===== src/sv/pcc_pkg.sv =====
// ----------------------------------------------------------------------------
// pcc_pkg
// Widths, constants, rotation tables and item types of the polar/cartesian
// converter.
// ----------------------------------------------------------------------------
package pcc_pkg;

   localparam int COORD_WIDTH         = 24;
   localparam int ANGLE_FRACTION_BITS = 20;
   localparam int CORDIC_STAGES       = 20;

   localparam int COORD_GUARD = 4;
   localparam int ANGLE_GUARD = 4;

   localparam int RADIUS_W    = COORD_WIDTH - 1;
   localparam int ANGLE_IN_W  = ANGLE_FRACTION_BITS + 4;
   localparam int ANGLE_OUT_W = ANGLE_FRACTION_BITS + 3;

   // working formats inside the cell chain
   localparam int WORK_ANGLE_BITS = ANGLE_FRACTION_BITS + ANGLE_GUARD;
   localparam int WORK_COORD_W    = COORD_WIDTH + COORD_GUARD + 3;
   localparam int ZW              = WORK_ANGLE_BITS + 4;
   localparam int STAGE_IDX_W     = $clog2(CORDIC_STAGES);

   // gain multiply
   localparam int GAIN_W    = 31;
   localparam int GAIN_FRAC = 31;
   localparam int MAG_W     = WORK_COORD_W - 1;
   localparam int PROD_W    = MAG_W + GAIN_W;

   localparam int COORD_MAX = 2 ** (COORD_WIDTH - 1) - 1;
   localparam int COORD_MIN = -COORD_MAX - 1;

   // stream packing
   localparam int REQ_RADIUS_LSB = 0;
   localparam int REQ_ANGLE_LSB  = REQ_RADIUS_LSB + RADIUS_W;
   localparam int REQ_X_LSB      = REQ_ANGLE_LSB + ANGLE_IN_W;
   localparam int REQ_Y_LSB      = REQ_X_LSB + COORD_WIDTH;
   localparam int REQ_FIELDS_W   = REQ_Y_LSB + COORD_WIDTH;
   localparam int REQ_DATA_W     = ((REQ_FIELDS_W + 7) / 8) * 8;

   localparam int RSP_X_LSB      = 0;
   localparam int RSP_Y_LSB      = RSP_X_LSB + COORD_WIDTH;
   localparam int RSP_RADIUS_LSB = RSP_Y_LSB + COORD_WIDTH;
   localparam int RSP_ANGLE_LSB  = RSP_RADIUS_LSB + RADIUS_W;
   localparam int RSP_FIELDS_W   = RSP_ANGLE_LSB + ANGLE_OUT_W;
   localparam int RSP_DATA_W     = ((RSP_FIELDS_W + 7) / 8) * 8;

   localparam int OPCODE_TO_CARTESIAN = 0;
   localparam int OPCODE_TO_POLAR     = 1;

   // pi in Q60
   localparam logic [63:0] PI_Q60 = 64'h3243F6A8885A308D;

   function automatic logic [63:0] pi_at(input int fb);
      return (PI_Q60 + (64'd1 << (59 - fb))) >> (60 - fb);
   endfunction

   // shift-subtract division, elaboration only
   function automatic logic [63:0] long_div(input logic [63:0] num, input logic [63:0] den);
      logic [63:0] quo;
      logic [63:0] rem;
      quo = '0;
      rem = '0;
      for (int b = 63; b >= 0; b--) begin
         rem = {rem[62:0], num[b]};
         if (rem >= den) begin
            rem    = rem - den;
            quo[b] = 1'b1;
         end
      end
      return quo;
   endfunction

   // atan(2^-i) from a truncated taylor series in Q62, rounded to the working format
   function automatic logic [63:0] atan_step(input int i);
      logic [63:0] q;
      logic [63:0] term;
      q = '0;
      if (i == 0) begin
         q = PI_Q60;
      end else begin
         for (int k = 0; k < 32; k++) begin
            if (i * (2 * k + 1) <= 62) begin
               term = long_div(64'd1 << (62 - i * (2 * k + 1)), 64'(2 * k + 1));
               if (k % 2 == 1) begin
                  q = q - term;
               end else begin
                  q = q + term;
               end
            end
         end
      end
      return (q + (64'd1 << (61 - WORK_ANGLE_BITS))) >> (62 - WORK_ANGLE_BITS);
   endfunction

   function automatic logic [63:0] isqrt64(input logic [63:0] val);
      logic [63:0] v;
      logic [63:0] res;
      logic [63:0] bit_w;
      v     = val;
      res   = '0;
      bit_w = 64'd1 << 62;
      for (int n = 0; n < 32; n++) begin
         if (bit_w > v) begin
            bit_w = bit_w >> 2;
         end
      end
      for (int n = 0; n < 32; n++) begin
         if (bit_w != 0) begin
            if (v >= res + bit_w) begin
               v   = v - (res + bit_w);
               res = (res >> 1) + bit_w;
            end else begin
               res = res >> 1;
            end
            bit_w = bit_w >> 2;
         end
      end
      return res;
   endfunction

   // inverse cordic gain in Q31
   function automatic logic [63:0] gain_q31();
      logic [63:0] v;
      v = 64'd1 << 62;
      for (int i = 0; i < CORDIC_STAGES; i++) begin
         v = v - long_div(v, (64'd1 << (2 * i)) + 64'd1);
      end
      return isqrt64(v);
   endfunction

   typedef logic [CORDIC_STAGES-1:0][ZW-1:0] atan_table_type;

   function automatic atan_table_type build_atan_table();
      atan_table_type t;
      logic [63:0]    a;
      for (int i = 0; i < CORDIC_STAGES; i++) begin
         a    = atan_step(i);
         t[i] = a[ZW-1:0];
      end
      return t;
   endfunction

   localparam atan_table_type ATAN_TABLE = build_atan_table();

   localparam logic [63:0] PI_F_RAW    = pi_at(ANGLE_FRACTION_BITS);
   localparam logic [63:0] HALF_PI_RAW = pi_at(WORK_ANGLE_BITS - 1);
   localparam logic [63:0] GAIN_RAW    = gain_q31();

   localparam logic signed [ANGLE_IN_W:0] PI_F     = $signed(PI_F_RAW[ANGLE_IN_W:0]);
   localparam logic signed [ANGLE_IN_W:0] TWO_PI_F = $signed(PI_F_RAW[ANGLE_IN_W-1:0] << 1);
   localparam logic signed [ZW-1:0]       HALF_PI_W = $signed(HALF_PI_RAW[ZW-1:0]);
   localparam logic [GAIN_W-1:0]          GAIN_K    = GAIN_RAW[GAIN_W-1:0];

   typedef struct packed {
      logic                           opcode;
      logic                           origin;
      logic signed [WORK_COORD_W-1:0] x;
      logic signed [WORK_COORD_W-1:0] y;
      logic signed [ZW-1:0]           z;
   } pcc_item_type;

   typedef struct packed {
      logic signed [COORD_WIDTH-1:0] x_out;
      logic signed [COORD_WIDTH-1:0] y_out;
      logic [RADIUS_W-1:0]           radius_out;
      logic signed [ANGLE_OUT_W-1:0] angle_out;
      logic                          saturated;
   } pcc_result_type;

endpackage


===== src/sv/pcc_prep.sv =====
// ----------------------------------------------------------------------------
// pcc_prep
// Two-stage front end: angle wrap and scaling, then quadrant fold / left
// half-plane pre-rotation ahead of the cell chain.
// ----------------------------------------------------------------------------
module pcc_prep
   import pcc_pkg::*;
(
   input  logic                          clock,
   input  logic                          reset,
   input  logic                          enable,
   input  logic                          in_valid,
   input  logic                          in_opcode,
   input  logic [RADIUS_W-1:0]           in_radius,
   input  logic signed [ANGLE_IN_W-1:0]  in_angle,
   input  logic signed [COORD_WIDTH-1:0] in_x,
   input  logic signed [COORD_WIDTH-1:0] in_y,
   output logic                          out_valid,
   output pcc_item_type                  out_item
);

   logic         wrap_valid_ff;
   pcc_item_type wrap_item_ff;
   pcc_item_type wrap_item_in;
   logic         fold_valid_ff;
   pcc_item_type fold_item_ff;
   pcc_item_type fold_item_in;

   logic signed [ANGLE_IN_W:0] angle_ext;
   logic signed [ANGLE_IN_W:0] angle_wrap;

   always_comb begin
      angle_ext = {in_angle[ANGLE_IN_W-1], in_angle};
      if (angle_ext > PI_F) begin
         angle_wrap = angle_ext - TWO_PI_F;
      end else if (angle_ext < -PI_F) begin
         angle_wrap = angle_ext + TWO_PI_F;
      end else begin
         angle_wrap = angle_ext;
      end

      wrap_item_in        = '0;
      wrap_item_in.opcode = in_opcode;
      if (in_opcode == 1'(OPCODE_TO_CARTESIAN)) begin
         wrap_item_in.x = $signed({{(WORK_COORD_W-RADIUS_W-COORD_GUARD){1'b0}}, in_radius,
                                   {COORD_GUARD{1'b0}}});
         wrap_item_in.z = ZW'(angle_wrap) <<< ANGLE_GUARD;
      end else begin
         wrap_item_in.origin = (in_x == '0) && (in_y == '0);
         wrap_item_in.x      = WORK_COORD_W'(in_x) <<< COORD_GUARD;
         wrap_item_in.y      = WORK_COORD_W'(in_y) <<< COORD_GUARD;
      end
   end

   always_comb begin
      fold_item_in = wrap_item_ff;
      if (wrap_item_ff.opcode == 1'(OPCODE_TO_CARTESIAN)) begin
         // start a quarter turn ahead when the angle is beyond +-pi/2
         if (wrap_item_ff.z > HALF_PI_W) begin
            fold_item_in.y = wrap_item_ff.x;
            fold_item_in.x = '0;
            fold_item_in.z = wrap_item_ff.z - HALF_PI_W;
         end else if (wrap_item_ff.z < -HALF_PI_W) begin
            fold_item_in.y = -wrap_item_ff.x;
            fold_item_in.x = '0;
            fold_item_in.z = wrap_item_ff.z + HALF_PI_W;
         end
      end else if (wrap_item_ff.x < 0) begin
         // left half plane: rotate into the right half first
         if (wrap_item_ff.y >= 0) begin
            fold_item_in.x = wrap_item_ff.y;
            fold_item_in.y = -wrap_item_ff.x;
            fold_item_in.z = HALF_PI_W;
         end else begin
            fold_item_in.x = -wrap_item_ff.y;
            fold_item_in.y = wrap_item_ff.x;
            fold_item_in.z = -HALF_PI_W;
         end
      end
   end

   always_ff @(posedge clock) begin
      if (reset) begin
         wrap_valid_ff <= 1'b0;
         fold_valid_ff <= 1'b0;
      end else if (enable) begin
         wrap_valid_ff <= in_valid;
         fold_valid_ff <= wrap_valid_ff;
      end
   end

   always_ff @(posedge clock) begin
      if (enable) begin
         wrap_item_ff <= wrap_item_in;
         fold_item_ff <= fold_item_in;
      end
   end

   assign out_valid = fold_valid_ff;
   assign out_item  = fold_item_ff;

endmodule


===== config.mk =====
export PLATFORM = sky130hd
export DESIGN_NAME = pcc_prep
export DESIGN_NICKNAME = d
export VERILOG_FILES = /design/src/sv/pcc_pkg.sv /design/src/sv/pcc_prep.sv
export SDC_FILE = /design/constraint.sdc
export NUM_CORES = 1
export LEC_CHECK = 0
export BUFFER_PORTS_ARGS = -buffer_cell sky130_fd_sc_hd__buf_2
export CAP_MARGIN = 10
export CELL_PAD_IN_SITES_DETAIL_PLACEMENT = 1
export CELL_PAD_IN_SITES_GLOBAL_PLACEMENT = 1
export CORE_ASPECT_RATIO = 1.1
export CORE_UTILIZATION = 39
export DETAILED_ROUTE_END_ITERATION = 8
export GPL_ROUTABILITY_DRIVEN = 1
export PLACE_DENSITY_LB_ADDON = 0.1
export SYNTH_ARGS = -nofsm -noshare
export SYNTH_HDL_FRONTEND = slang
export SYNTH_SLANG_ARGS = --single-unit

===== constraint.sdc =====
create_clock -name clock -period 2.9 [get_ports clock]
set_input_delay 0 -clock clock [delete_from_list [all_inputs] [get_ports clock]]
set_output_delay 0 -clock clock [all_outputs]
set_load 0.01 [all_outputs]

**Word-level counts from Yosys, hierarchy flattened**

Cells that the tools add are included.

- Register bits: 180
- Bits in latches: 0
- RAM bits: 0
- Memory bits (read-only): 0
- Input port bits: 100
- Word-level logic and storage cells: 38
- Memories: 0

- Add/sub/neg operators: 6
- Multipliers: 0
- Divide/modulo/power cells: 0
- $lt $le $gt $ge: 6
- Equality and inequality tests: 0
- Shifts and indexed selects: 0
- Muxes and demuxes: 8
- Bitwise gates (word level): 0
- Reductions and logical operators: 3

Operator list:

| kind | number |
|---|---|
| 90-bit two-way mux | 5 |
| 28-bit negation with 31-bit output | 2 |
| 24-bit zero test | 2 |
| 24-bit two-way mux | 2 |
| 28-bit by 26-bit adder with 28-bit output, second input constant | 1 |
| 28-bit by 1-bit greater-or-equal comparator with 1-bit output, second input constant | 1 |
| 28-bit by 26-bit > comparator with 1-bit output, second input constant | 1 |
| 28-bit by 1-bit less-than comparator with 1-bit output, second input constant | 1 |
| 28-bit by 26-bit less-than comparator with 1-bit output, second input constant | 1 |
| 28-bit by 26-bit subtractor with 28-bit output, second input constant | 1 |
| 27-bit two-way mux | 1 |
| 24-bit adder, second input constant | 1 |
| 24-bit by 23-bit > comparator with 1-bit output, second input constant | 1 |
| 24-bit by 23-bit less-than comparator with 1-bit output, second input constant | 1 |
| 24-bit subtractor, second input constant | 1 |
| 1-bit logical AND | 1 |

**Logic depth before layout (Yosys ltp)**

- Word-level depth: 4
- Depth in mapped cells: 12
- Mapped depth without buffers: 10

**Worst setup path before layout**

No wires, ideal clock.

- Path kind: register -> register
- Start point: register wrap_item_ff[64] in the netlist's numbering
- End point: register fold_item_ff, in the netlist out_item[56], data pin
- Library setup time: 271 ps
- Data arrival time: 2534 ps
- Slack: 95 ps
- Cell stages (with the launch flop): 11
- Clock period less this slack: 2805 ps
- Path through: edfxtp_1 -> inv_1 -> ha_1 -> or3b_2 -> nor2_1 -> nand2_1 -> or3_1 -> clkbuf_1 -> or3_1 -> a22oi_1 -> o21ai_0

RTL lines:

| element | RTL line | text |
|---|---|---|
| start: declaration | pcc_prep.sv:23 | `pcc_item_type wrap_item_ff;` |
| start signal: assignment | pcc_prep.sv:94 | `wrap_item_ff <= wrap_item_in;` |
| end signal: assignment | pcc_prep.sv:95 | `fold_item_ff <= fold_item_in;` |
| end: declaration | pcc_prep.sv:26 | `pcc_item_type fold_item_ff;` |

==> flow_summary.ini <==
[global_routing]
track_usage_pct = 26.7
gr-total-overflow = 0
grt_pass1_wl_um = 53200
grt_pass1_vias = 9239
grt_max_degree = 71
antenna_found_initial = 1

[timing]
setup_viol = 0
tightest_slew_ns = 0.684
drv_slew = 0
finClkSkew_ns = 0.0158
final.min_clock_period_ns = 2.80
final.setup.worst_slack_ns = 0.104
fmax_ghz = 0.358
slew_headroom_pct = 54.4
finalHoldViolCount = 0
finalCritPeriodShare_pct = 96.4
fin_setup_tns_ns = 0

[power]
pwr-share-clk_pct = 32.2
p_sw_share_pct = 32.4
intPower_mw = 4.75
seq_power_share_pct = 42.7
powerDensity_mw_per_mm2 = 543
total_switching_power_mw = 2.28
p_comb_share_pct = 25.1
p_leak_nw = 5.06
irDropWorstVdd_mv = 0.309

[die]
fp.dieH_um = 169
initial_core_util_pct = 40.1
core_mm2 = 0.0247
io_pins = 193
placementRows = 60
dieWidth_um = 154
die_area_mm2 = 0.0261

[synth]
synth_cell_types = 85
ys_warn_count = 0
synth_largest_area_cell = edfxtp_1
ys_ff_latch = 159
synth-main-ff-cell = edfxtp_1
synth_common_cells = edfxtp_1, nor2_1, o21ai_0, nand2_1, clkbuf_1
yosysSeqAreaShare_pct = 48.0
synth_area_mm2 = 0.00991
synth_area_leaders = edfxtp_1, o21ai_0, nor2_1, nand2_1, mux2_2
async_flop_share_pct = 0
synth_top_area_share_pct = 47.6
yosysMostFrequentCell = edfxtp_1
synth_edf_count = 157
synth_cells = 998
postSynthAreaPerCell_um2 = 9.93

[hold_path]
worstHoldStart = in_angle[4]
hold_depth = 3
hp-class = in -> reg
hold_end = wrap_item_ff[8]

[run_status]
status = finished, final reports clean

[detailed_routing]
num_vias = 9261
met2WireLength_um = 16000
top_layer_used = met4
route.detailed.drc = 0
drtPass1Iterations = 5
wl_met3_um = 2020
ant_nets = 0
wl_per_cell_um = 21.7
wl_met1_um = 16000
drt_iter0_drc = 641
vias_per_cell = 5.78
wl_um = 34700

[final_layout]
instances_no_fill = 1601
num-nets-final = 1385
drive_gt1_share_pct = 27.4
area_growth_pct = 30.5

[clock_tree]
clk-insertion-delay-late_ns = 0.44
clock_sinks = 159
cts_buffers = 17
clock_path_buffers = 2
clk_pin_slew_worst_paths_ns = 0.08
cts_root_buf = clkbuf_16
htreeDepth = 4
tritoncts = yes

[setup_path]
max_stage_delay_ns = 0.55
crit_slowest_cell = or4_4
worst_setup_path_end_kind = flop
cp-start-kind = flop
r2r-end = out_item[51]
cp_max_fo = 4
worstReg2RegStart = wrap_item_ff[73]
crit_family = simple AND/OR/NAND/NOR gates
crit_type = reg -> reg
crit_buf_inv = 0
reg2reg_depth = 7
reg2reg_slack_ns = 0.10
cp.arrival_ns = 2.98
path_cells = or4_4 > or3_4 > or3_4 > or4_4 > xnor2_2 > nor2_1 > a221o_1
cp.required_ns = 3.09

[place]
io_buffers = 184
post-place-ws_ns = -0.0890
gp_congestion = 0.902
place_inst = 1485
hpwl_um = 24200

[run]
maxCapViolCount = 0
layer usage:
layer / up-vias / GRT usage [%]
met5: - / 0
met4: 0 / 7.96
met3: 38 / 5.08
met2: 337 / 42.7
met1: 4574 / 36.7
li1: 4312 / -
power by group through the flow:
stage	clock network, mW	logic (mW)	registers (mW)
after floorplan	0	0.888	3.06
after global placement	0	1.60	3.04
after detailed placement	0	1.63	3.05
after CTS	2.30	1.73	3.00
after global routing	2.39	1.91	3.02
final	2.26	1.76	3.00
layout make-up:
class	instances	area, um2
antenna	1	2.50
clock buffer	17	425
clock inverter	15	171
fill	2770	11800
inverter	21	78.8
multi-input combinational	736	4750
sequential	159	4750
tap	310	388
timing repair buffer	342	2360
sequential cells by signal, summed over array words and instances, names as in the netlist:
register / cells
wrap_valid_ff: 1
fold_item_in: 2
out_valid: 1
wrap_item_ff: 72
out_item: 83
tightest hold or removal path, cell delays in order:
cell,delay [ns]
buf_2,0.17
xnor2_1,0.09
nor2_1,0.08
worst max path at each step:
stage	cells past startpoint	start	end
finish	7	wrap_item_ff[73]	out_item[51]
detailed placement	7	wrap_item_ff[75]	out_item[55]
floorplan	10	wrap_item_ff[64]	out_item[56]
global placement	7	wrap_item_ff[75]	out_item[55]
global route	9	wrap_item_ff[63]	out_item[58]
CTS	7	wrap_item_ff[37]	out_item[84]
cell usage in the layout, fill, tap and decap left out, types with 6 or more instances in the layout:
cell and n:
o31ai_1 13, a31oi_1 6, nand4_1 7, a21o_1 8
a22o_1 9, o22ai_1 9, dlygate4sd3_1 79, o21ai_0 82
xor2_1 24, buf_4 75, nor3_1 28, edfxtp_1 157
buf_2 183, nand3_1 24, nor4_1 19, or4_1 10
and3_1 9, nand2b_1 7, a21oi_1 42, mux2i_1 10
nand2_1 78, ha_1 8, and2_1 29, a221oi_1 6
nor2b_1 8, or3_1 13, o211ai_1 9, inv_1 20
a221o_1 10, a211oi_1 7, clkbuf_16 17, a22oi_1 9
nor2_1 91, xnor2_1 30, conb_1 8, mux2_2 24
or2_2 6
logic make-up after synthesis:
| family | count (synthesis) | synth area share (%) |
|---|---|---|
| AOI/OAI and AO/OA | 275 | 19.0 |
| xor gates and xnor gates | 55 | 4.94 |
| adders and majority gates | 8 | 1.01 |
| buffers and inverters | 110 | 4.92 |
| DFF | 159 | 48.0 |
| muxes | 34 | 3.74 |
| other | 1 | 0.0378 |
| and+or+nand+nor | 356 | 18.4 |
per-stage QoR:
step / cell area [um2] / total power [mW] / util, % / hold slack (ns)
floorplan: 9940 / 3.95 / - / 0.0724
global placement: 11500 / 4.63 / 46.4 / 0.175
detailed placement: 11500 / 4.67 / 46.4 / 0.181
CTS: 12900 / 7.02 / 52.1 / 0.0196
global route: 12900 / 7.32 / 52.4 / 0.0400
finish: 12900 / 7.03 / 52.4 / 0.0321
what timing repair did:
item	CTS	global route
endpoints found under the setup margin	3	22
endpoints found under the hold margin	53	0
hold buffers	79	0
resized for setup	2	8
pin swaps	0	3
buffers inserted	1	3
(Power assumes the default switching activity.)
