### src/sv/pcc_pkg.sv
// ----------------------------------------------------------------------------
// pcc_pkg
// Widths, constants, rotation tables and item types of the polar/cartesian
// converter.
// ----------------------------------------------------------------------------
package pcc_pkg;

   localparam int COORD_WIDTH         = 24;
   localparam int ANGLE_FRACTION_BITS = 20;
   localparam int CORDIC_STAGES       = 20;

   localparam int COORD_GUARD = 4;
   localparam int ANGLE_GUARD = 4;

   localparam int RADIUS_W    = COORD_WIDTH - 1;
   localparam int ANGLE_IN_W  = ANGLE_FRACTION_BITS + 4;
   localparam int ANGLE_OUT_W = ANGLE_FRACTION_BITS + 3;

   // working formats inside the cell chain
   localparam int WORK_ANGLE_BITS = ANGLE_FRACTION_BITS + ANGLE_GUARD;
   localparam int WORK_COORD_W    = COORD_WIDTH + COORD_GUARD + 3;
   localparam int ZW              = WORK_ANGLE_BITS + 4;
   localparam int STAGE_IDX_W     = $clog2(CORDIC_STAGES);

   // gain multiply
   localparam int GAIN_W    = 31;
   localparam int GAIN_FRAC = 31;
   localparam int MAG_W     = WORK_COORD_W - 1;
   localparam int PROD_W    = MAG_W + GAIN_W;

   localparam int COORD_MAX = 2 ** (COORD_WIDTH - 1) - 1;
   localparam int COORD_MIN = -COORD_MAX - 1;

   // stream packing
   localparam int REQ_RADIUS_LSB = 0;
   localparam int REQ_ANGLE_LSB  = REQ_RADIUS_LSB + RADIUS_W;
   localparam int REQ_X_LSB      = REQ_ANGLE_LSB + ANGLE_IN_W;
   localparam int REQ_Y_LSB      = REQ_X_LSB + COORD_WIDTH;
   localparam int REQ_FIELDS_W   = REQ_Y_LSB + COORD_WIDTH;
   localparam int REQ_DATA_W     = ((REQ_FIELDS_W + 7) / 8) * 8;

   localparam int RSP_X_LSB      = 0;
   localparam int RSP_Y_LSB      = RSP_X_LSB + COORD_WIDTH;
   localparam int RSP_RADIUS_LSB = RSP_Y_LSB + COORD_WIDTH;
   localparam int RSP_ANGLE_LSB  = RSP_RADIUS_LSB + RADIUS_W;
   localparam int RSP_FIELDS_W   = RSP_ANGLE_LSB + ANGLE_OUT_W;
   localparam int RSP_DATA_W     = ((RSP_FIELDS_W + 7) / 8) * 8;

   localparam int OPCODE_TO_CARTESIAN = 0;
   localparam int OPCODE_TO_POLAR     = 1;

   // pi in Q60
   localparam logic [63:0] PI_Q60 = 64'h3243F6A8885A308D;

   function automatic logic [63:0] pi_at(input int fb);
      return (PI_Q60 + (64'd1 << (59 - fb))) >> (60 - fb);
   endfunction

   // shift-subtract division, elaboration only
   function automatic logic [63:0] long_div(input logic [63:0] num, input logic [63:0] den);
      logic [63:0] quo;
      logic [63:0] rem;
      quo = '0;
      rem = '0;
      for (int b = 63; b >= 0; b--) begin
         rem = {rem[62:0], num[b]};
         if (rem >= den) begin
            rem    = rem - den;
            quo[b] = 1'b1;
         end
      end
      return quo;
   endfunction

   // atan(2^-i) from a truncated taylor series in Q62, rounded to the working format
   function automatic logic [63:0] atan_step(input int i);
      logic [63:0] q;
      logic [63:0] term;
      q = '0;
      if (i == 0) begin
         q = PI_Q60;
      end else begin
         for (int k = 0; k < 32; k++) begin
            if (i * (2 * k + 1) <= 62) begin
               term = long_div(64'd1 << (62 - i * (2 * k + 1)), 64'(2 * k + 1));
               if (k % 2 == 1) begin
                  q = q - term;
               end else begin
                  q = q + term;
               end
            end
         end
      end
      return (q + (64'd1 << (61 - WORK_ANGLE_BITS))) >> (62 - WORK_ANGLE_BITS);
   endfunction

   function automatic logic [63:0] isqrt64(input logic [63:0] val);
      logic [63:0] v;
      logic [63:0] res;
      logic [63:0] bit_w;
      v     = val;
      res   = '0;
      bit_w = 64'd1 << 62;
      for (int n = 0; n < 32; n++) begin
         if (bit_w > v) begin
            bit_w = bit_w >> 2;
         end
      end
      for (int n = 0; n < 32; n++) begin
         if (bit_w != 0) begin
            if (v >= res + bit_w) begin
               v   = v - (res + bit_w);
               res = (res >> 1) + bit_w;
            end else begin
               res = res >> 1;
            end
            bit_w = bit_w >> 2;
         end
      end
      return res;
   endfunction

   // inverse cordic gain in Q31
   function automatic logic [63:0] gain_q31();
      logic [63:0] v;
      v = 64'd1 << 62;
      for (int i = 0; i < CORDIC_STAGES; i++) begin
         v = v - long_div(v, (64'd1 << (2 * i)) + 64'd1);
      end
      return isqrt64(v);
   endfunction

   typedef logic [CORDIC_STAGES-1:0][ZW-1:0] atan_table_type;

   function automatic atan_table_type build_atan_table();
      atan_table_type t;
      logic [63:0]    a;
      for (int i = 0; i < CORDIC_STAGES; i++) begin
         a    = atan_step(i);
         t[i] = a[ZW-1:0];
      end
      return t;
   endfunction

   localparam atan_table_type ATAN_TABLE = build_atan_table();

   localparam logic [63:0] PI_F_RAW    = pi_at(ANGLE_FRACTION_BITS);
   localparam logic [63:0] HALF_PI_RAW = pi_at(WORK_ANGLE_BITS - 1);
   localparam logic [63:0] GAIN_RAW    = gain_q31();

   localparam logic signed [ANGLE_IN_W:0] PI_F     = $signed(PI_F_RAW[ANGLE_IN_W:0]);
   localparam logic signed [ANGLE_IN_W:0] TWO_PI_F = $signed(PI_F_RAW[ANGLE_IN_W-1:0] << 1);
   localparam logic signed [ZW-1:0]       HALF_PI_W = $signed(HALF_PI_RAW[ZW-1:0]);
   localparam logic [GAIN_W-1:0]          GAIN_K    = GAIN_RAW[GAIN_W-1:0];

   typedef struct packed {
      logic                           opcode;
      logic                           origin;
      logic signed [WORK_COORD_W-1:0] x;
      logic signed [WORK_COORD_W-1:0] y;
      logic signed [ZW-1:0]           z;
   } pcc_item_type;

   typedef struct packed {
      logic signed [COORD_WIDTH-1:0] x_out;
      logic signed [COORD_WIDTH-1:0] y_out;
      logic [RADIUS_W-1:0]           radius_out;
      logic signed [ANGLE_OUT_W-1:0] angle_out;
      logic                          saturated;
   } pcc_result_type;

endpackage

### src/sv/pcc_post.sv
// ----------------------------------------------------------------------------
// pcc_post
// Gain correction (magnitude, then multiply), guard-bit rounding, clamping
// and selection of the fields each opcode reports.
// ----------------------------------------------------------------------------
module pcc_post
   import pcc_pkg::*;
(
   input  logic           clock,
   input  logic           reset,
   input  logic           enable,
   input  logic           in_valid,
   input  pcc_item_type   in_item,
   output logic           out_valid,
   output pcc_result_type out_result
);

   localparam int SUM_W    = MAG_W + 2;
   localparam int DROP_W   = SUM_W - COORD_GUARD;
   localparam int ADROP_W  = ZW + 1 - ANGLE_GUARD;
   localparam int C_ROUND  = 2 ** (COORD_GUARD - 1);
   localparam int A_ROUND  = 2 ** (ANGLE_GUARD - 1);

   localparam logic signed [DROP_W-1:0]  CMAX_D = DROP_W'(COORD_MAX);
   localparam logic signed [DROP_W-1:0]  CMIN_D = DROP_W'(COORD_MIN);
   localparam logic signed [ADROP_W-1:0] PI_D   = ADROP_W'(PI_F);

   typedef struct packed {
      logic                 opcode;
      logic                 origin;
      logic                 neg_x;
      logic                 neg_y;
      logic [MAG_W-1:0]     mag_x;
      logic [MAG_W-1:0]     mag_y;
      logic signed [ZW-1:0] z;
   } mag_stage_type;

   typedef struct packed {
      logic                 opcode;
      logic                 origin;
      logic                 neg_x;
      logic                 neg_y;
      logic [PROD_W-1:0]    prod_x;
      logic [PROD_W-1:0]    prod_y;
      logic signed [ZW-1:0] z;
   } prod_stage_type;

   logic           mag_valid_ff;
   mag_stage_type  mag_ff;
   mag_stage_type  mag_in;
   logic           prod_valid_ff;
   prod_stage_type prod_ff;
   prod_stage_type prod_in;

   logic [WORK_COORD_W-1:0] neg_x_val;
   logic [WORK_COORD_W-1:0] neg_y_val;

   // signed magnitude back, then round off the guard bits
   function automatic logic signed [DROP_W-1:0] drop_guard(input logic [PROD_W-1:0] prod,
                                                           input logic neg);
      logic [MAG_W-1:0] r;
      logic [SUM_W-1:0] s;
      r = prod[PROD_W-1:GAIN_FRAC];
      if (neg) begin
         s = SUM_W'(C_ROUND) - SUM_W'(r);
      end else begin
         s = SUM_W'(r) + SUM_W'(C_ROUND);
      end
      return $signed(s[SUM_W-1:COORD_GUARD]);
   endfunction

   always_comb begin
      neg_x_val     = -in_item.x;
      neg_y_val     = -in_item.y;
      mag_in.opcode = in_item.opcode;
      mag_in.origin = in_item.origin;
      mag_in.neg_x  = in_item.x[WORK_COORD_W-1];
      mag_in.neg_y  = in_item.y[WORK_COORD_W-1];
      mag_in.mag_x  = in_item.x[WORK_COORD_W-1] ? neg_x_val[MAG_W-1:0] : in_item.x[MAG_W-1:0];
      mag_in.mag_y  = in_item.y[WORK_COORD_W-1] ? neg_y_val[MAG_W-1:0] : in_item.y[MAG_W-1:0];
      mag_in.z      = in_item.z;
   end

   always_comb begin
      prod_in.opcode = mag_ff.opcode;
      prod_in.origin = mag_ff.origin;
      prod_in.neg_x  = mag_ff.neg_x;
      prod_in.neg_y  = mag_ff.neg_y;
      prod_in.prod_x = PROD_W'(mag_ff.mag_x) * PROD_W'(GAIN_K);
      prod_in.prod_y = PROD_W'(mag_ff.mag_y) * PROD_W'(GAIN_K);
      prod_in.z      = mag_ff.z;
   end

   always_ff @(posedge clock) begin
      if (reset) begin
         mag_valid_ff  <= 1'b0;
         prod_valid_ff <= 1'b0;
      end else if (enable) begin
         mag_valid_ff  <= in_valid;
         prod_valid_ff <= mag_valid_ff;
      end
   end

   always_ff @(posedge clock) begin
      if (enable) begin
         mag_ff  <= mag_in;
         prod_ff <= prod_in;
      end
   end

   logic signed [DROP_W-1:0]  dx;
   logic signed [DROP_W-1:0]  dy;
   logic signed [ZW:0]        z_round;
   logic signed [ADROP_W-1:0] da;
   logic signed [DROP_W-1:0]  cx;
   logic signed [DROP_W-1:0]  cy;
   logic signed [DROP_W-1:0]  cr;
   logic signed [ADROP_W-1:0] ca;
   logic                      sat_x;
   logic                      sat_y;
   logic                      sat_r;
   logic                      sat_a;

   always_comb begin
      dx      = drop_guard(prod_ff.prod_x, prod_ff.neg_x);
      dy      = drop_guard(prod_ff.prod_y, prod_ff.neg_y);
      z_round = {prod_ff.z[ZW-1], prod_ff.z} + (ZW+1)'(A_ROUND);
      da      = z_round[ZW:ANGLE_GUARD];

      sat_x = (dx > CMAX_D) || (dx < CMIN_D);
      cx    = (dx > CMAX_D) ? CMAX_D : ((dx < CMIN_D) ? CMIN_D : dx);
      sat_y = (dy > CMAX_D) || (dy < CMIN_D);
      cy    = (dy > CMAX_D) ? CMAX_D : ((dy < CMIN_D) ? CMIN_D : dy);
      sat_r = (dx > CMAX_D) || (dx < 0);
      cr    = (dx > CMAX_D) ? CMAX_D : ((dx < 0) ? '0 : dx);
      sat_a = (da > PI_D) || (da < -PI_D);
      ca    = (da > PI_D) ? PI_D : ((da < -PI_D) ? -PI_D : da);

      // fields an opcode does not use stay zero, as does the origin case
      out_result = '0;
      if (prod_ff.opcode == 1'(OPCODE_TO_CARTESIAN)) begin
         out_result.x_out     = cx[COORD_WIDTH-1:0];
         out_result.y_out     = cy[COORD_WIDTH-1:0];
         out_result.saturated = sat_x || sat_y;
      end else if (!prod_ff.origin) begin
         out_result.radius_out = cr[RADIUS_W-1:0];
         out_result.angle_out  = ca[ANGLE_OUT_W-1:0];
         out_result.saturated  = sat_r || sat_a;
      end
   end

   assign out_valid = prod_valid_ff;

endmodule

### config.mk
export PLATFORM = sky130hd
export DESIGN_NAME = pcc_post
export DESIGN_NICKNAME = d
export VERILOG_FILES = /design/src/sv/pcc_pkg.sv /design/src/sv/pcc_post.sv
export SDC_FILE = /design/constraint.sdc
export NUM_CORES = 2
export LEC_CHECK = 0
export ABC_AREA = 1
export BUFFER_PORTS_ARGS = -buffer_cell sky130_fd_sc_hd__buf_2
export CAP_MARGIN = 0
export CORE_ASPECT_RATIO = 2
export CORE_MARGIN = 4
export CORE_UTILIZATION = 57
export CTS_CLUSTER_DIAMETER = 200
export DETAILED_ROUTE_END_ITERATION = 12
export GPL_TIMING_DRIVEN = 0
export HOLD_SLACK_MARGIN = 0.03
export PLACE_DENSITY = 0.8
export SLEW_MARGIN = 20
export SYNTH_ARGS = -nofsm -noshare
export SYNTH_HDL_FRONTEND = slang
export SYNTH_SLANG_ARGS = --single-unit
### constraint.sdc
create_clock -name clock -period 14.9 [get_ports clock]
set_input_delay 0.745 -clock clock [delete_from_list [all_inputs] [get_ports clock]]
set_output_delay 0.745 -clock clock [all_outputs]
set_load 0.03 [all_outputs]
**Word level (Yosys, flattened, before mapping)**

Index checks and enable logic that the tools add are counted.

- Add/subtract/negate cells: 7
- $mul: 2
- Divide/modulo/power cells: 0
- $lt $le $gt $ge: 7
- Eq/ne operators: 0
- Shift-type cells: 0
- Mux-type cells: 16
- Bitwise operators: 0
- Reductions and logical operators: 6

Operators by type and width:

| kind | number |
|---|---|
| 30-bit by 29-bit multiplier with 59-bit output, second input constant | 2 |
| 24-bit 2-to-1 mux | 4 |
| 23-bit 2-to-1 mux | 4 |
| 32-bit 2-to-1 mux | 2 |
| 30-bit by 4-bit adder with 31-bit output, second input constant | 2 |
| 4-bit by 30-bit subtractor with 31-bit output, first input constant | 2 |
| 30-bit 2-to-1 mux | 2 |
| 30-bit negator | 2 |
| 28-bit by 24-bit greater-than comparator with 1-bit output, second input constant | 2 |
| 28-bit by 24-bit less-than comparator with 1-bit output, second input constant | 2 |
| 48-bit 2-to-1 mux | 1 |
| 47-bit 2-to-1 mux | 1 |
| 46-bit 2-to-1 mux | 1 |
| 28-bit by 5-bit adder with 29-bit output, second input constant | 1 |
| 28-bit by 1-bit less-than comparator with 1-bit output, second input constant | 1 |
| 25-bit by 23-bit greater-than comparator with 1-bit output, second input constant | 1 |
| 25-bit by 23-bit less-than comparator with 1-bit output, second input constant | 1 |
| 1-bit logical OR | 6 |
| 1-bit 2-to-1 mux | 1 |

- Register bits after elaboration: 244
- Latch bits: 0
- Bits in writable memories: 0
- Memory bits (read-only): 0
- Input bits: 96
- Output and inout port bits: 96
- Logic and storage cells: 54
- Memories kept: 0

**Logic depth before layout (Yosys ltp)**

- Word-level depth: 7
- Gate-level depth with buffers: 28
- Depth with buffers taken out: 28

**Least setup slack after synthesis**

Ideal clock, no wire load.

- Path kind: register to register
- Start point: register mag_ff[66] (netlist bit)
- End point: register prod_ff[144] (netlist bit) (data pin)
- Library setup time: 0.252 ns
- Arrival time: 6.164 ns
- Required time: 14.648 ns
- Setup slack: 8.483 ns
- Cell stages (with the launch flop): 26
- Path buffers: 0
- Period minus slack after synthesis: 6.417 ns
- Cells stage by stage: edfxtp_1 -> inv_1 -> fa_1 -> fa_1 -> inv_1 -> fa_1 -> inv_1 -> fa_1 -> inv_1 -> fa_1 -> fa_1 -> fa_1 -> inv_1 -> fa_1 -> inv_1 -> ha_1 -> nand2_1 -> nor2_1 -> inv_1 -> nor4_1 -> nand3_1 -> nand3_1 -> a21o_1 -> nand2_1 -> nand3_1 -> nand2_1

RTL lines:

| element | RTL line | source |
|---|---|---|
| start, declared | pcc_post.sv:49 | `mag_stage_type mag_ff;` |
| start signal, assigned | pcc_post.sv:106 | `mag_ff <= mag_in;` |
| end signal, assigned | pcc_post.sv:107 | `prod_ff <= prod_in;` |
| end, declared | pcc_post.sv:52 | `prod_stage_type prod_ff;` |

==> run metrics <==
outcome complete, no violations; top fanout value on the critical path 7; number of clock sinks 180; DRT antenna net count 0; area grow syn2layout 6.16%; Worst Setup Path Type flop to flop; period utilisation layout 0.565; unrepaired setup endpoints after global routing no; largest net degree at the start of global routing 73; layout cell share with drive strength beyond 1 0.0549; Synth Flop Type edfxtp_1; Avg Cell Area, Syn roughly 8.9 µm²; antenna violations before repair 3; Mapped Cells between 5000 and 6000; most common cell after layout, fill and taps aside inv_1; Final Skew between 0.03 and 0.04 ns; Yosys cell types between 50 and 60; CP arrival around 8.7 ns; Via Count 36700; io pins 192; drt drc 0; total gr overflow 0; Reg clk slew, reported paths around 0.11 ns; Syn. warnings 0; most frequent cells in the layout inv_1 (1473), fa_1 (850), ha_1 (693); synthesized area between 0.04 and 0.05 mm²; Post-CTS Hold Buffers 0; HP Class input pin to flop; WL per Instance ~24 µm; number of port buffers ~190; DR vias/cell 5.61; Die Area around 0.087 mm²; clock buffer depth 2; DRT iter0 DRCs about 2000; EDFF count, synth roughly 180; root buf cell clkbuf_16; postcts setup bufs 0; Critical Path RT between 15 and 20 ns; Starting Density 0.575; Max Cap Violations 0; synthesized flop and latch total between 150 and 200; # resized after CTS 0; Final Hold Fails 0; gpl congestion roughly 1.0; vias in the first global route 41200; Post-DP HPWL between 100000 and 150000 µm; clk_lat worst skew about 0.55 ns; sequential area share after synthesis 0.115; Die Y 413 µm; Final Setup Violations 0; slew margin rel. 0.381; fin. max-slew vios 0; Async SR Flop Fraction 0; Max Fclk around 120 MHz; gr usage total 0.365; CTS tree done; # rows around 150; Slew @ Worst Pin around 0.93 ns; DRT Pass-1 Iters 6; drt total wl around 150000 µm; CP Capture Type flop; CTS buffer count 17; first-pass GRT wire length between 200000 and 250000 µm; die width 211 µm; setup TNS 0 ns; CTS H-tree depth 4; minimum clock period between 8 and 9 ns; CP startpoint kind flop; Final #Nets ~7100; core area just over 0.08 mm²; Syn Nets 6918
==> Yosys cell counts (3+ instances only) <==
cell type / n / area [µm²]
inv_1: 1473 / 5530
fa_1: 850 / 17000
ha_1: 693 / 8670
nand2_1: 647 / 2430
nor2_1: 429 / 1610
a21oi_1: 195 / 976
edfxtp_1: 178 / 5350
nand3_1: 152 / 761
o21ai_0: 139 / 696
xor2_1: 127 / 1110
a31oi_1: 47 / 294
nor3_1: 44 / 220
nand4_1: 37 / 231
xnor2_1: 33 / 289
a21o_1: 29 / 218
nor4_1: 19 / 119
clkbuf_1: 18 / 67.6
buf_2: 17 / 85.1
a21oi_2: 12 / 105
o21bai_1: 12 / 90.1
o211ai_1: 11 / 82.6
o21ai_1: 11 / 55.1
nand3b_1: 10 / 75.1
nor2_2: 9 / 56.3
o31ai_1: 8 / 60.1
nand2_2: 7 / 43.8
or2_2: 7 / 43.8
a21boi_0: 6 / 45.0
nor3_2: 6 / 60.1
nor2_4: 5 / 56.3
and3_1: 4 / 25.0
inv_2: 4 / 15.0
o21a_1: 4 / 30.0
a221oi_1: 3 / 26.3
buf_4: 3 / 22.5
nand3_2: 3 / 30.0
o22ai_1: 3 / 18.8
==> final cells by class <==
class                      instances  area (µm²)
clock inverter                    14         135
clock buffer                      18         429
timing repair buffer             190        1010
multi-input combinational       3579       35700
tap                             1050        1310
buffer                            42         206
sequential                       180        5390
fill                            7259       31700
antenna                            1        2.50
inverter                        1478        5550
==> stage by stage <==
stage                     area [µm²]  setup slack [ns]  cells  hold slack (ns)  utilization
after CTS                      49700              6.88   6551            0.328        0.610
after detailed placement       49200              6.88   6519            0.405        0.603
after floorplan                46800              8.48   5279            0.400            -
final                          49700              6.49   6552            0.368        0.610
after global placement         49100              6.91   6517            0.402        0.603
after global routing           49700              6.21   6551            0.361        0.610
==> sequential cells by signal (all words and copies together), names as in the netlist <==
name          cells
mag_ff           89
mag_valid_ff      1
out_valid         1
prod_ff          89
==> path summary, 6_finish.rpt <==
kind	from	endpoint	slack, ns	cells past startpoint
max reg2reg	mag_ff[65]$_DFFE_PP_	prod_ff[144]$_DFFE_PP_	6.49	25
max	mag_ff[65]$_DFFE_PP_	prod_ff[144]$_DFFE_PP_	6.49	25
min	in_item[8]	mag_ff[8]$_DFFE_PP_	0.37	1
min reg2reg	mag_ff[6]$_DFFE_PP_	prod_ff[6]$_DFFE_PP_	0.40	0
==> worst max-delay path, cell delays in order, from the launching register on <==
cell and delay [ns]:
edfxtp_1 0.76, inv_1 0.57, fa_1 0.62, fa_1 0.49, inv_1 0.06, fa_1 0.51, inv_1 0.06, fa_1 0.55
inv_1 0.06, fa_1 0.55, fa_1 0.45, fa_1 0.85, inv_1 0.12, fa_1 0.50, inv_1 0.05, ha_1 0.30
nand2_1 0.13, nor2_1 0.11, inv_1 0.09, nor4_1 0.61, nand3_1 0.15, nand3_1 0.18, a21o_1 0.17, nand2_1 0.08
nand3_1 0.07, nand2_1 0.08
==> logic make-up after synthesis <==
group	count (synthesis)	share of synthesized area
flops	180	0.115
xor+xnor	160	0.0299
compound gates	490	0.0594
buf+inv	1520	0.123
simple gates	1386	0.125
fa+ha+maj	1543	0.548
==> metal layers <==
layer  track usage  vias to the layer above  share of wire
met4         0.385                        4           0.14
met1         0.304                    17900           0.28
met2         0.684                     1382           0.54
met3        0.0549                      777          0.044
li1              -                    16700              -
met5             0                        -        0.00018
Power is not shown: default switching activity piles up to over one toggle a cycle in this logic, so the estimate is an artifact.
