--- config.mk ---
export PLATFORM = sky130hd
export DESIGN_NAME = pcc_cell
export DESIGN_NICKNAME = d
export VERILOG_FILES = /design/src/sv/pcc_pkg.sv /design/src/sv/pcc_cell.sv
export SDC_FILE = /design/constraint.sdc
export NUM_CORES = 1
export LEC_CHECK = 0
export ABC_CLOCK_PERIOD_IN_PS = 6500
export BUFFER_PORTS_ARGS = -buffer_cell sky130_fd_sc_hd__buf_2
export CAP_MARGIN = 20
export CORE_MARGIN = 3
export CORE_UTILIZATION = 40
export CTS_CLUSTER_DIAMETER = 150
export DETAILED_ROUTE_END_ITERATION = 7
export GPL_ROUTABILITY_DRIVEN = 0
export REMOVE_ABC_BUFFERS = 1
export SLEW_MARGIN = 25
export SYNTH_ARGS = -nofsm -noshare
export SYNTH_HDL_FRONTEND = slang
export SYNTH_SLANG_ARGS = --single-unit
export TNS_END_PERCENT = 5
--- constraint.sdc ---
create_clock -name clock -period 6.5 [get_ports clock]
set_input_delay 0.975 -clock clock [delete_from_list [all_inputs] [get_ports clock]]
set_output_delay 0.975 -clock clock [all_outputs]
set_load 0.1 [all_outputs]
--- src/sv/pcc_pkg.sv ---
// ----------------------------------------------------------------------------
// pcc_pkg
// Widths, constants, rotation tables and item types of the polar/cartesian
// converter.
// ----------------------------------------------------------------------------
package pcc_pkg;

   localparam int COORD_WIDTH         = 24;
   localparam int ANGLE_FRACTION_BITS = 20;
   localparam int CORDIC_STAGES       = 20;

   localparam int COORD_GUARD = 4;
   localparam int ANGLE_GUARD = 4;

   localparam int RADIUS_W    = COORD_WIDTH - 1;
   localparam int ANGLE_IN_W  = ANGLE_FRACTION_BITS + 4;
   localparam int ANGLE_OUT_W = ANGLE_FRACTION_BITS + 3;

   // working formats inside the cell chain
   localparam int WORK_ANGLE_BITS = ANGLE_FRACTION_BITS + ANGLE_GUARD;
   localparam int WORK_COORD_W    = COORD_WIDTH + COORD_GUARD + 3;
   localparam int ZW              = WORK_ANGLE_BITS + 4;
   localparam int STAGE_IDX_W     = $clog2(CORDIC_STAGES);

   // gain multiply
   localparam int GAIN_W    = 31;
   localparam int GAIN_FRAC = 31;
   localparam int MAG_W     = WORK_COORD_W - 1;
   localparam int PROD_W    = MAG_W + GAIN_W;

   localparam int COORD_MAX = 2 ** (COORD_WIDTH - 1) - 1;
   localparam int COORD_MIN = -COORD_MAX - 1;

   // stream packing
   localparam int REQ_RADIUS_LSB = 0;
   localparam int REQ_ANGLE_LSB  = REQ_RADIUS_LSB + RADIUS_W;
   localparam int REQ_X_LSB      = REQ_ANGLE_LSB + ANGLE_IN_W;
   localparam int REQ_Y_LSB      = REQ_X_LSB + COORD_WIDTH;
   localparam int REQ_FIELDS_W   = REQ_Y_LSB + COORD_WIDTH;
   localparam int REQ_DATA_W     = ((REQ_FIELDS_W + 7) / 8) * 8;

   localparam int RSP_X_LSB      = 0;
   localparam int RSP_Y_LSB      = RSP_X_LSB + COORD_WIDTH;
   localparam int RSP_RADIUS_LSB = RSP_Y_LSB + COORD_WIDTH;
   localparam int RSP_ANGLE_LSB  = RSP_RADIUS_LSB + RADIUS_W;
   localparam int RSP_FIELDS_W   = RSP_ANGLE_LSB + ANGLE_OUT_W;
   localparam int RSP_DATA_W     = ((RSP_FIELDS_W + 7) / 8) * 8;

   localparam int OPCODE_TO_CARTESIAN = 0;
   localparam int OPCODE_TO_POLAR     = 1;

   // pi in Q60
   localparam logic [63:0] PI_Q60 = 64'h3243F6A8885A308D;

   function automatic logic [63:0] pi_at(input int fb);
      return (PI_Q60 + (64'd1 << (59 - fb))) >> (60 - fb);
   endfunction

   // shift-subtract division, elaboration only
   function automatic logic [63:0] long_div(input logic [63:0] num, input logic [63:0] den);
      logic [63:0] quo;
      logic [63:0] rem;
      quo = '0;
      rem = '0;
      for (int b = 63; b >= 0; b--) begin
         rem = {rem[62:0], num[b]};
         if (rem >= den) begin
            rem    = rem - den;
            quo[b] = 1'b1;
         end
      end
      return quo;
   endfunction

   // atan(2^-i) from a truncated taylor series in Q62, rounded to the working format
   function automatic logic [63:0] atan_step(input int i);
      logic [63:0] q;
      logic [63:0] term;
      q = '0;
      if (i == 0) begin
         q = PI_Q60;
      end else begin
         for (int k = 0; k < 32; k++) begin
            if (i * (2 * k + 1) <= 62) begin
               term = long_div(64'd1 << (62 - i * (2 * k + 1)), 64'(2 * k + 1));
               if (k % 2 == 1) begin
                  q = q - term;
               end else begin
                  q = q + term;
               end
            end
         end
      end
      return (q + (64'd1 << (61 - WORK_ANGLE_BITS))) >> (62 - WORK_ANGLE_BITS);
   endfunction

   function automatic logic [63:0] isqrt64(input logic [63:0] val);
      logic [63:0] v;
      logic [63:0] res;
      logic [63:0] bit_w;
      v     = val;
      res   = '0;
      bit_w = 64'd1 << 62;
      for (int n = 0; n < 32; n++) begin
         if (bit_w > v) begin
            bit_w = bit_w >> 2;
         end
      end
      for (int n = 0; n < 32; n++) begin
         if (bit_w != 0) begin
            if (v >= res + bit_w) begin
               v   = v - (res + bit_w);
               res = (res >> 1) + bit_w;
            end else begin
               res = res >> 1;
            end
            bit_w = bit_w >> 2;
         end
      end
      return res;
   endfunction

   // inverse cordic gain in Q31
   function automatic logic [63:0] gain_q31();
      logic [63:0] v;
      v = 64'd1 << 62;
      for (int i = 0; i < CORDIC_STAGES; i++) begin
         v = v - long_div(v, (64'd1 << (2 * i)) + 64'd1);
      end
      return isqrt64(v);
   endfunction

   typedef logic [CORDIC_STAGES-1:0][ZW-1:0] atan_table_type;

   function automatic atan_table_type build_atan_table();
      atan_table_type t;
      logic [63:0]    a;
      for (int i = 0; i < CORDIC_STAGES; i++) begin
         a    = atan_step(i);
         t[i] = a[ZW-1:0];
      end
      return t;
   endfunction

   localparam atan_table_type ATAN_TABLE = build_atan_table();

   localparam logic [63:0] PI_F_RAW    = pi_at(ANGLE_FRACTION_BITS);
   localparam logic [63:0] HALF_PI_RAW = pi_at(WORK_ANGLE_BITS - 1);
   localparam logic [63:0] GAIN_RAW    = gain_q31();

   localparam logic signed [ANGLE_IN_W:0] PI_F     = $signed(PI_F_RAW[ANGLE_IN_W:0]);
   localparam logic signed [ANGLE_IN_W:0] TWO_PI_F = $signed(PI_F_RAW[ANGLE_IN_W-1:0] << 1);
   localparam logic signed [ZW-1:0]       HALF_PI_W = $signed(HALF_PI_RAW[ZW-1:0]);
   localparam logic [GAIN_W-1:0]          GAIN_K    = GAIN_RAW[GAIN_W-1:0];

   typedef struct packed {
      logic                           opcode;
      logic                           origin;
      logic signed [WORK_COORD_W-1:0] x;
      logic signed [WORK_COORD_W-1:0] y;
      logic signed [ZW-1:0]           z;
   } pcc_item_type;

   typedef struct packed {
      logic signed [COORD_WIDTH-1:0] x_out;
      logic signed [COORD_WIDTH-1:0] y_out;
      logic [RADIUS_W-1:0]           radius_out;
      logic signed [ANGLE_OUT_W-1:0] angle_out;
      logic                          saturated;
   } pcc_result_type;

endpackage

--- src/sv/pcc_cell.sv ---
// ----------------------------------------------------------------------------
// pcc_cell
// One cordic micro-rotation with its pipeline register.
// ----------------------------------------------------------------------------
module pcc_cell
   import pcc_pkg::*;
(
   input  logic                   clock,
   input  logic                   reset,
   input  logic                   enable,
   input  logic [STAGE_IDX_W-1:0] stage_idx,
   input  logic                   in_valid,
   input  pcc_item_type           in_item,
   output logic                   out_valid,
   output pcc_item_type           out_item
);

   logic         valid_ff;
   pcc_item_type item_ff;
   pcc_item_type item_in;

   logic signed [WORK_COORD_W-1:0] x_shift;
   logic signed [WORK_COORD_W-1:0] y_shift;
   logic signed [ZW-1:0]           step_angle;
   logic                           rot_pos;

   always_comb begin
      x_shift    = $signed(in_item.x) >>> stage_idx;
      y_shift    = $signed(in_item.y) >>> stage_idx;
      step_angle = $signed(ATAN_TABLE[stage_idx]);
      // rotation mode follows the residual angle, vectoring mode drives y to zero
      if (in_item.opcode == 1'(OPCODE_TO_POLAR)) begin
         rot_pos = in_item.y[WORK_COORD_W-1];
      end else begin
         rot_pos = !in_item.z[ZW-1];
      end

      item_in = in_item;
      if (rot_pos) begin
         item_in.x = in_item.x - y_shift;
         item_in.y = in_item.y + x_shift;
         item_in.z = in_item.z - step_angle;
      end else begin
         item_in.x = in_item.x + y_shift;
         item_in.y = in_item.y - x_shift;
         item_in.z = in_item.z + step_angle;
      end
   end

   always_ff @(posedge clock) begin
      if (reset) begin
         valid_ff <= 1'b0;
      end else if (enable) begin
         valid_ff <= in_valid;
      end
   end

   always_ff @(posedge clock) begin
      if (enable) begin
         item_ff <= item_in;
      end
   end

   assign out_valid = valid_ff;
   assign out_item  = item_ff;

endmodule

## After elaboration in Yosys (flattened, before gate mapping)

Memory sizes are Yosys's and may differ from the RTL's.
Cells that the tools add are included.

- $add $sub $neg: 6
- Order comparisons: 1
- Shift-type cells: 2
- Muxes and demuxes: 3
- Reduce and logical (&&, ||, !) cells: 1

Operators by type and width:

| cell | number |
|---|---|
| 2-to-1 mux 90 bit | 1 |
| adder 31 bit | 2 |
| >>> shifter 31 x 5 -> 31 bit | 2 |
| subtractor 31 bit | 2 |
| adder 28 bit | 1 |
| 2-to-1 mux 28 bit | 1 |
| subtractor 28 bit | 1 |
| less-than comparator 5 x 6 -> 1 bit (second input constant) | 1 |
| logical NOT 1 bit | 1 |
| 2-to-1 mux 1 bit | 1 |

- Output and inout bits: 93
- Memories kept: 1
- Logic and storage cells: 20
- Register bits after elaboration: 93
- Input bits: 101
- ROM bits: 896

Memory list:

| memory | depth | width | read ports | clocked after memory_dff | wr ports | line | source |
|---|---|---|---|---|---|---|---|
| (name not given) | 32 | 28 | 1 | 0 | 0 | pcc_cell.sv:30 | `step_angle = $signed(ATAN_TABLE[stage_idx]);` |

## Depth between registers and ports, before layout

Gate-level depths: netlist (run 1).

- Depth in word-level cells: 4
- Gate-level depth with buffers: 26
- Gate-level depth less buffers: 23

## Least setup slack after synthesis (run 1)

OpenSTA, ideal clock, no wires.

- Path kind: input to register
- Start: input stage_idx[1]
- End: register item_ff, in the netlist out_item[27] (data pin)
- Setup time: 264 ps
- Stages on the path: 25
- Required time: 6,236 ps
- Path buffers: 3
- Setup slack: -280 ps
- Arrival: 6,516 ps
- Path through: buf_2 > inv_1 > buf_1 > clkbuf_1 > ha_1 > a21oi_1 > o22ai_1 > nand2b_1 > or3_1 > or3_1 > or3_1 > or3_1 > nand2_1 > xor2_1 > ha_1 > a2111oi_0 > o21ai_0 > a22oi_1 > o21ai_0 > nand2_1 > a21oi_1 > o41ai_1 > o2111ai_1 > o31ai_1 > xnor2_1

RTL lines:

| item | line | source |
|---|---|---|
| start, declared | pcc_cell.sv:11 | `input logic [STAGE_IDX_W-1:0] stage_idx,` |
| end signal, assigned | pcc_cell.sv:60 | `item_ff <= item_in;` |
| end, declared | pcc_cell.sv:19 | `pcc_item_type item_ff;` |

==> impl_metrics.ini, run 1 <==
[clocking]
clk-insertion-delay-late_ns = 0.36
cts_tree = yes
cts_buffers = 9
clock-sinks = 93
clk_pin_slew_ns = 0.07
post_cts_buffers = 0
hold_buffers = 0
root_buffer = clkbuf_16
cts_resized = 0
htree_levels = 3
clockBufferDepth = 2

[detailed_routing]
viasPerCell = 6.04
dr.pass1.iters = 6
post_drt_wl_per_cell_um = 20.9
drt-total-wl_um = 45400
via_count = 13135
drt_iter0_drc = 1366
drc = 0
ant_nets = 0

[die]
dieWidth_um = 190
placement_rows = 66
dieHeight_um = 190
coreArea_mm2 = 0.0329
ios = 194
dieArea_mm2 = 0.0359
initial_core_util = 0.410

[final_layout]
syn2layout_area_growth_pct = 16.3
n_antenna_cell = 0
fin_nets = 1935
drive_gt1_frac = 0.248

[timing]
worst_pin_slew_ns = 0.828
maxSlewViolCount = 0
max_freq_mhz = 163
fin_worst_skew_ns = 0
fin_crit_sh = 0.943
grt_setup_unrepaired = false
layout_setup_ws_ns = 0.373
period_needed_ns = 6.13
hold_viol_final = 0
setup_viol = 0
slew_headroom = 0.444
setup-tns-final_ns = 0

[global_routing]
grt_antenna_before_repair = 1
first_global_vias = 12519
grt_max_degree = 55
grt_pass1_wl_um = 70100
grtUsageTotal = 0.247
grt.overflow.total = 0

[setup_path]
worstPathRequired_ns = 6.63
worstSetupStartpointType = input port
crit_fanout = 34
path_class = input port to flop
critPathArrivalTime_ns = 6.26
crit_path_end_kind = flop

[placed_design]
hpwl_um = 35900
dp_slack_ns = 0.0349
numPortBuffers = 193

[logic_synthesis]
synth_edf_count = 92
yosys_warnings = 0
ys_ff_latch = 93
avgSynthCellArea_um2 = 8.93
synth-async-reset-ratio = 0
ys_seq_area_frac = 0.206
syn_inst = 1510
synth_cell_types = 90
synth_flop_cell = edfxtp_1
netlist_area_mm2 = 0.0135

[run]
maxCapViolations = 0

[pwr]
peakVddDrop_mv = 0.240
power_density_mw_per_mm2 = 297
p_leak_nw = 6.54

[worst_hold_path]
min_path_type = flop to flop

[status]
status = finished, final reports clean
cells in the mapped netlist (15+ instances only):
library cell  instances  area [um^2]
xor2_1               50          438
nand2_1             163          612
nor2_1              117          439
mux4_2               79         1780
nand3_1              30          150
mux2i_1              51          510
o21a_1               31          233
nand2b_1             22          138
a21oi_1             110          551
a31oi_1              22          138
o21ai_0              99          495
nor3_1               24          120
edfxtp_1             92         2760
a21o_1               29          218
ha_1                105         1310
xnor2_1              96          841
buf_2                26          130
a211oi_1             24          180
nor2b_1              17          106
mux2_2               24          270
and3_1               15         93.8
clkbuf_1             31          116
inv_1                49          184
final timing paths:
path	startpoint	end	slack (ns)	depth (start not counted)
worst max-delay path	stage_idx[1]	out_item[57]	0.37	24
worst min-delay path	out_valid	out_valid	0.50	2
worst max register to register	out_valid	out_valid	5.91	2
worst min register to register	out_valid	out_valid	0.50	2
critical path, stage by stage:
cell and delay [ns]:
buf_2 0.12, buf_12 0.20, buf_4 0.41, mux4_2 0.56
mux2i_1 0.20, mux2_2 0.22, mux2_2 0.19, nor3b_1 0.26
nand2_1 0.13, nor3_2 0.17, and3_1 0.22, a21oi_1 0.08
xor2_1 0.17, ha_1 0.34, and4_1 0.25, o211a_1 0.17
nand4_1 0.14, a31oi_1 0.37, a41oi_1 0.18, a21o_1 0.21
o211a_1 0.23, o21bai_1 0.18, a21oi_1 0.11, xnor2_1 0.14
routing by layer:
| layer | share of wire | GRT usage | vias to the layer above |
|---|---|---|---|
| met5 | 0.00029 | 0 | - |
| met4 | 0.033 | 0.0788 | 2 |
| met3 | 0.096 | 0.0542 | 110 |
| met2 | 0.45 | 0.399 | 729 |
| met1 | 0.42 | 0.331 | 6152 |
| li1 | - | - | 6142 |
stage by stage:
stage               instance area (um^2)  total power [mW]  cells  hold WS, ns   util
floorplan                          13100              3.41   1435        0.971      -
global placement                   15400              4.07   2157        0.470  0.468
detailed placement                 15400              4.08   2157        0.493  0.468
CTS                                15700              4.68   2173        0.510  0.477
global route                       15700              4.92   2173        0.557  0.477
finish                             15700              4.66   2173        0.501  0.477
flip-flops by register name, summed over array words and instances (netlist names):
name       flops
out_item      92
out_valid      1
final cells by class:
class	count	area, um^2
tap	442	553
clock buffer	15	278
inverter	50	188
multi-input combinational	1292	10200
clock inverter	1	30.0
sequential	93	2780
timing repair buffer	280	1690
fill	3284	17200
power breakdown:
part | internal, mW | switching (mW)
Sequential | 0.908 | 0.0421
Combinational | 0.884 | 2.27
Clock | 0.330 | 0.227
Total | 2.12 | 2.54
layout by cell type, fill, tap and decap left out, types with 50 or more instances in the layout:
master	instances
nand2_1	163
xor2_1	50
mux4_2	79
edfxtp_1	92
xnor2_1	96
a21oi_1	109
nor2_1	117
buf_2	190
buf_4	84
ha_1	105
o21ai_0	99
mux2i_1	51
logic make-up after synthesis:
family                   count (synthesis)  synth area share
AO/OA/AOI/OAI                          435             0.210
XOR/XNOR                               146            0.0948
adder cells (fa/ha/maj)                108             0.102
buffers and inverters                  125            0.0403
flip-flops                              93             0.206
multiplexers                           156             0.192
AND/OR/NAND/NOR                        447             0.155
Note: power is estimated with default switching activity, not from simulation.
==> run 2, diff against run 1 <==
--- a/config.mk
+++ b/config.mk
@@ -5,9 +5,10 @@
 export SDC_FILE = /design/constraint.sdc
 export NUM_CORES = 1
 export LEC_CHECK = 0
-export ABC_CLOCK_PERIOD_IN_PS = 6500
+export ABC_CLOCK_PERIOD_IN_PS = 6200
 export BUFFER_PORTS_ARGS = -buffer_cell sky130_fd_sc_hd__buf_2
 export CAP_MARGIN = 20
+export CORE_ASPECT_RATIO = 1.25
 export CORE_MARGIN = 3
 export CORE_UTILIZATION = 40
 export CTS_CLUSTER_DIAMETER = 150
==> constraint.sdc (replaced) <==
create_clock -name clock -period 6.2 [get_ports clock]
set_input_delay 0.93 -clock clock [delete_from_list [all_inputs] [get_ports clock]]
set_output_delay 0.93 -clock clock [all_outputs]
set_load 0.1 [all_outputs]
==> impl_metrics.ini, run 2 (synthesis results as in run 1) <==
[placed_design]
dp_cells = 2298
placed_area_mm2 = 0.0166
numPortBuffers = 193
hpwl_um = 36500

[die]
dieHeight_um = 211
ios = 194
dieArea_mm2 = 0.0360
placement_rows = 74
coreArea_mm2 = 0.0330
initial_core_util = 0.409
dieWidth_um = 170

[final_layout]
syn2layout_area_growth_pct = 25.4
final_common_cell = buf_4
fin_nets = 2100
largest_reg_flops = 92
final_cells = 2314
n_antenna_cell = 0
finalInstanceArea_mm2 = 0.0169
layout_common_cells = 248 x buf_4, 190 x buf_2, 163 x nand2_1, 117 x nor2_1, 109 x a21oi_1
drive_gt1_frac = 0.315

[global_routing]
grt_pass1_wl_um = 71500
grtUsageTotal = 0.252
grt.overflow.total = 0
grt_antenna_before_repair = 1
grt_max_degree = 50
first_global_vias = 13276

[timing]
setup-tns-final_ns = 0
max_freq_mhz = 170
fin_crit_sh = 0.947
period_needed_ns = 5.87
worst_pin_slew_ns = 0.743
grt_setup_unrepaired = false
hold_viol_final = 0
fin_worst_skew_ns = 0
setup_viol = 0
maxSlewViolCount = 0
slew_headroom = 0.505

[setup_path]
critPathArrivalTime_ns = 6.02
worstSetupStartpointType = input port
worstPathRequired_ns = 6.35
crit_path_end_kind = flop
crit_fanout = 27
path_class = input port to flop

[detailed_routing]
viasPerCell = 5.87
drt_iter0_drc = 1308
ant_nets = 0
dr.pass1.iters = 5
drt-total-wl_um = 45900
via_count = 13572
drc = 0
post_drt_wl_per_cell_um = 19.8

[clocking]
cts_resized = 0
clock-sinks = 93
clk-insertion-delay-late_ns = 0.39
root_buffer = clkbuf_16
hold_buffers = 0
clk_pin_slew_ns = 0.07
cts_buffers = 9
cts_tree = yes
htree_levels = 3
clockBufferDepth = 2
post_cts_buffers = 0

[pwr]
p_leak_nw = 7.33
power_mw = 5.13
power_density_mw_per_mm2 = 303
peakVddDrop_mv = 0.223

[status]
status = finished, final reports clean

[run]
maxCapViolations = 0

[worst_hold_path]
min_path_type = flop to flop
-- run 2: changes by cell type in the layout (fill, tap and decap cells not counted), moves of 2 or more --
cell        before  now
clkbuf_8         3    0
clkbuf_1         3    1
buf_4           84  248
clkinv_4         0    2
clkinvlp_4       0    2
-- run 2: worst paths after layout --
check,slack [ns],startpoint,endpoint,cells after the start
max,0.33,stage_idx[2],out_item[57],23
min,0.49,out_valid,out_valid,2
min reg2reg,0.49,out_valid,out_valid,2
max reg2reg,5.63,out_valid,out_valid,2
-- run 2: critical path: stages --
cell      delay, ns
buf_4          0.29
buf_4          0.30
buf_4          0.29
mux4_2         0.33
mux2i_1        0.21
o221ai_1       0.18
nor2_1         0.22
nand3_1        0.14
nor2_1         0.22
and3_1         0.24
a41oi_1        0.14
xor2_1         0.20
ha_1           0.31
and4_1         0.21
o211a_1        0.17
nand4_1        0.12
a31oi_1        0.40
a41oi_1        0.21
a21o_1         0.23
o211a_1        0.25
o21bai_1       0.16
a21oi_1        0.10
xnor2_1        0.14
-- run 2: power by group --
part           switching, mW  internal, mW  total [mW]
clock                  0.281         0.315       0.596
sequential            0.0390         0.950       0.989
combinational           2.43          1.12        3.54
-- run 2: area by class of cell --
type	count	area, um^2
clock buffer	10	229
clock inverter	6	71.3
fill	3153	16100
inverter	50	188
multi-input combinational	1292	10200
sequential	93	2780
tap	418	523
timing repair buffer	445	2940
-- run 2: per-layer routing --
metal,vias up,part of all wire,GRT usage
li1,6480,-,-
met1,6381,0.41,0.316
met2,597,0.47,0.416
met3,112,0.071,0.0423
met4,2,0.049,0.130
met5,-,0.00015,0
-- run 2: per-stage QoR --
stage	worst slack, ns	util	hold slack (ns)
2_1_floorplan	-0.218	-	0.971
3_3_place_gp	-0.217	0.504	0.467
3_5_place_dp	-0.255	0.504	0.485
4_1_cts	0.143	0.513	0.501
5_1_grt	0.0256	0.513	0.554
6_report	0.329	0.513	0.494
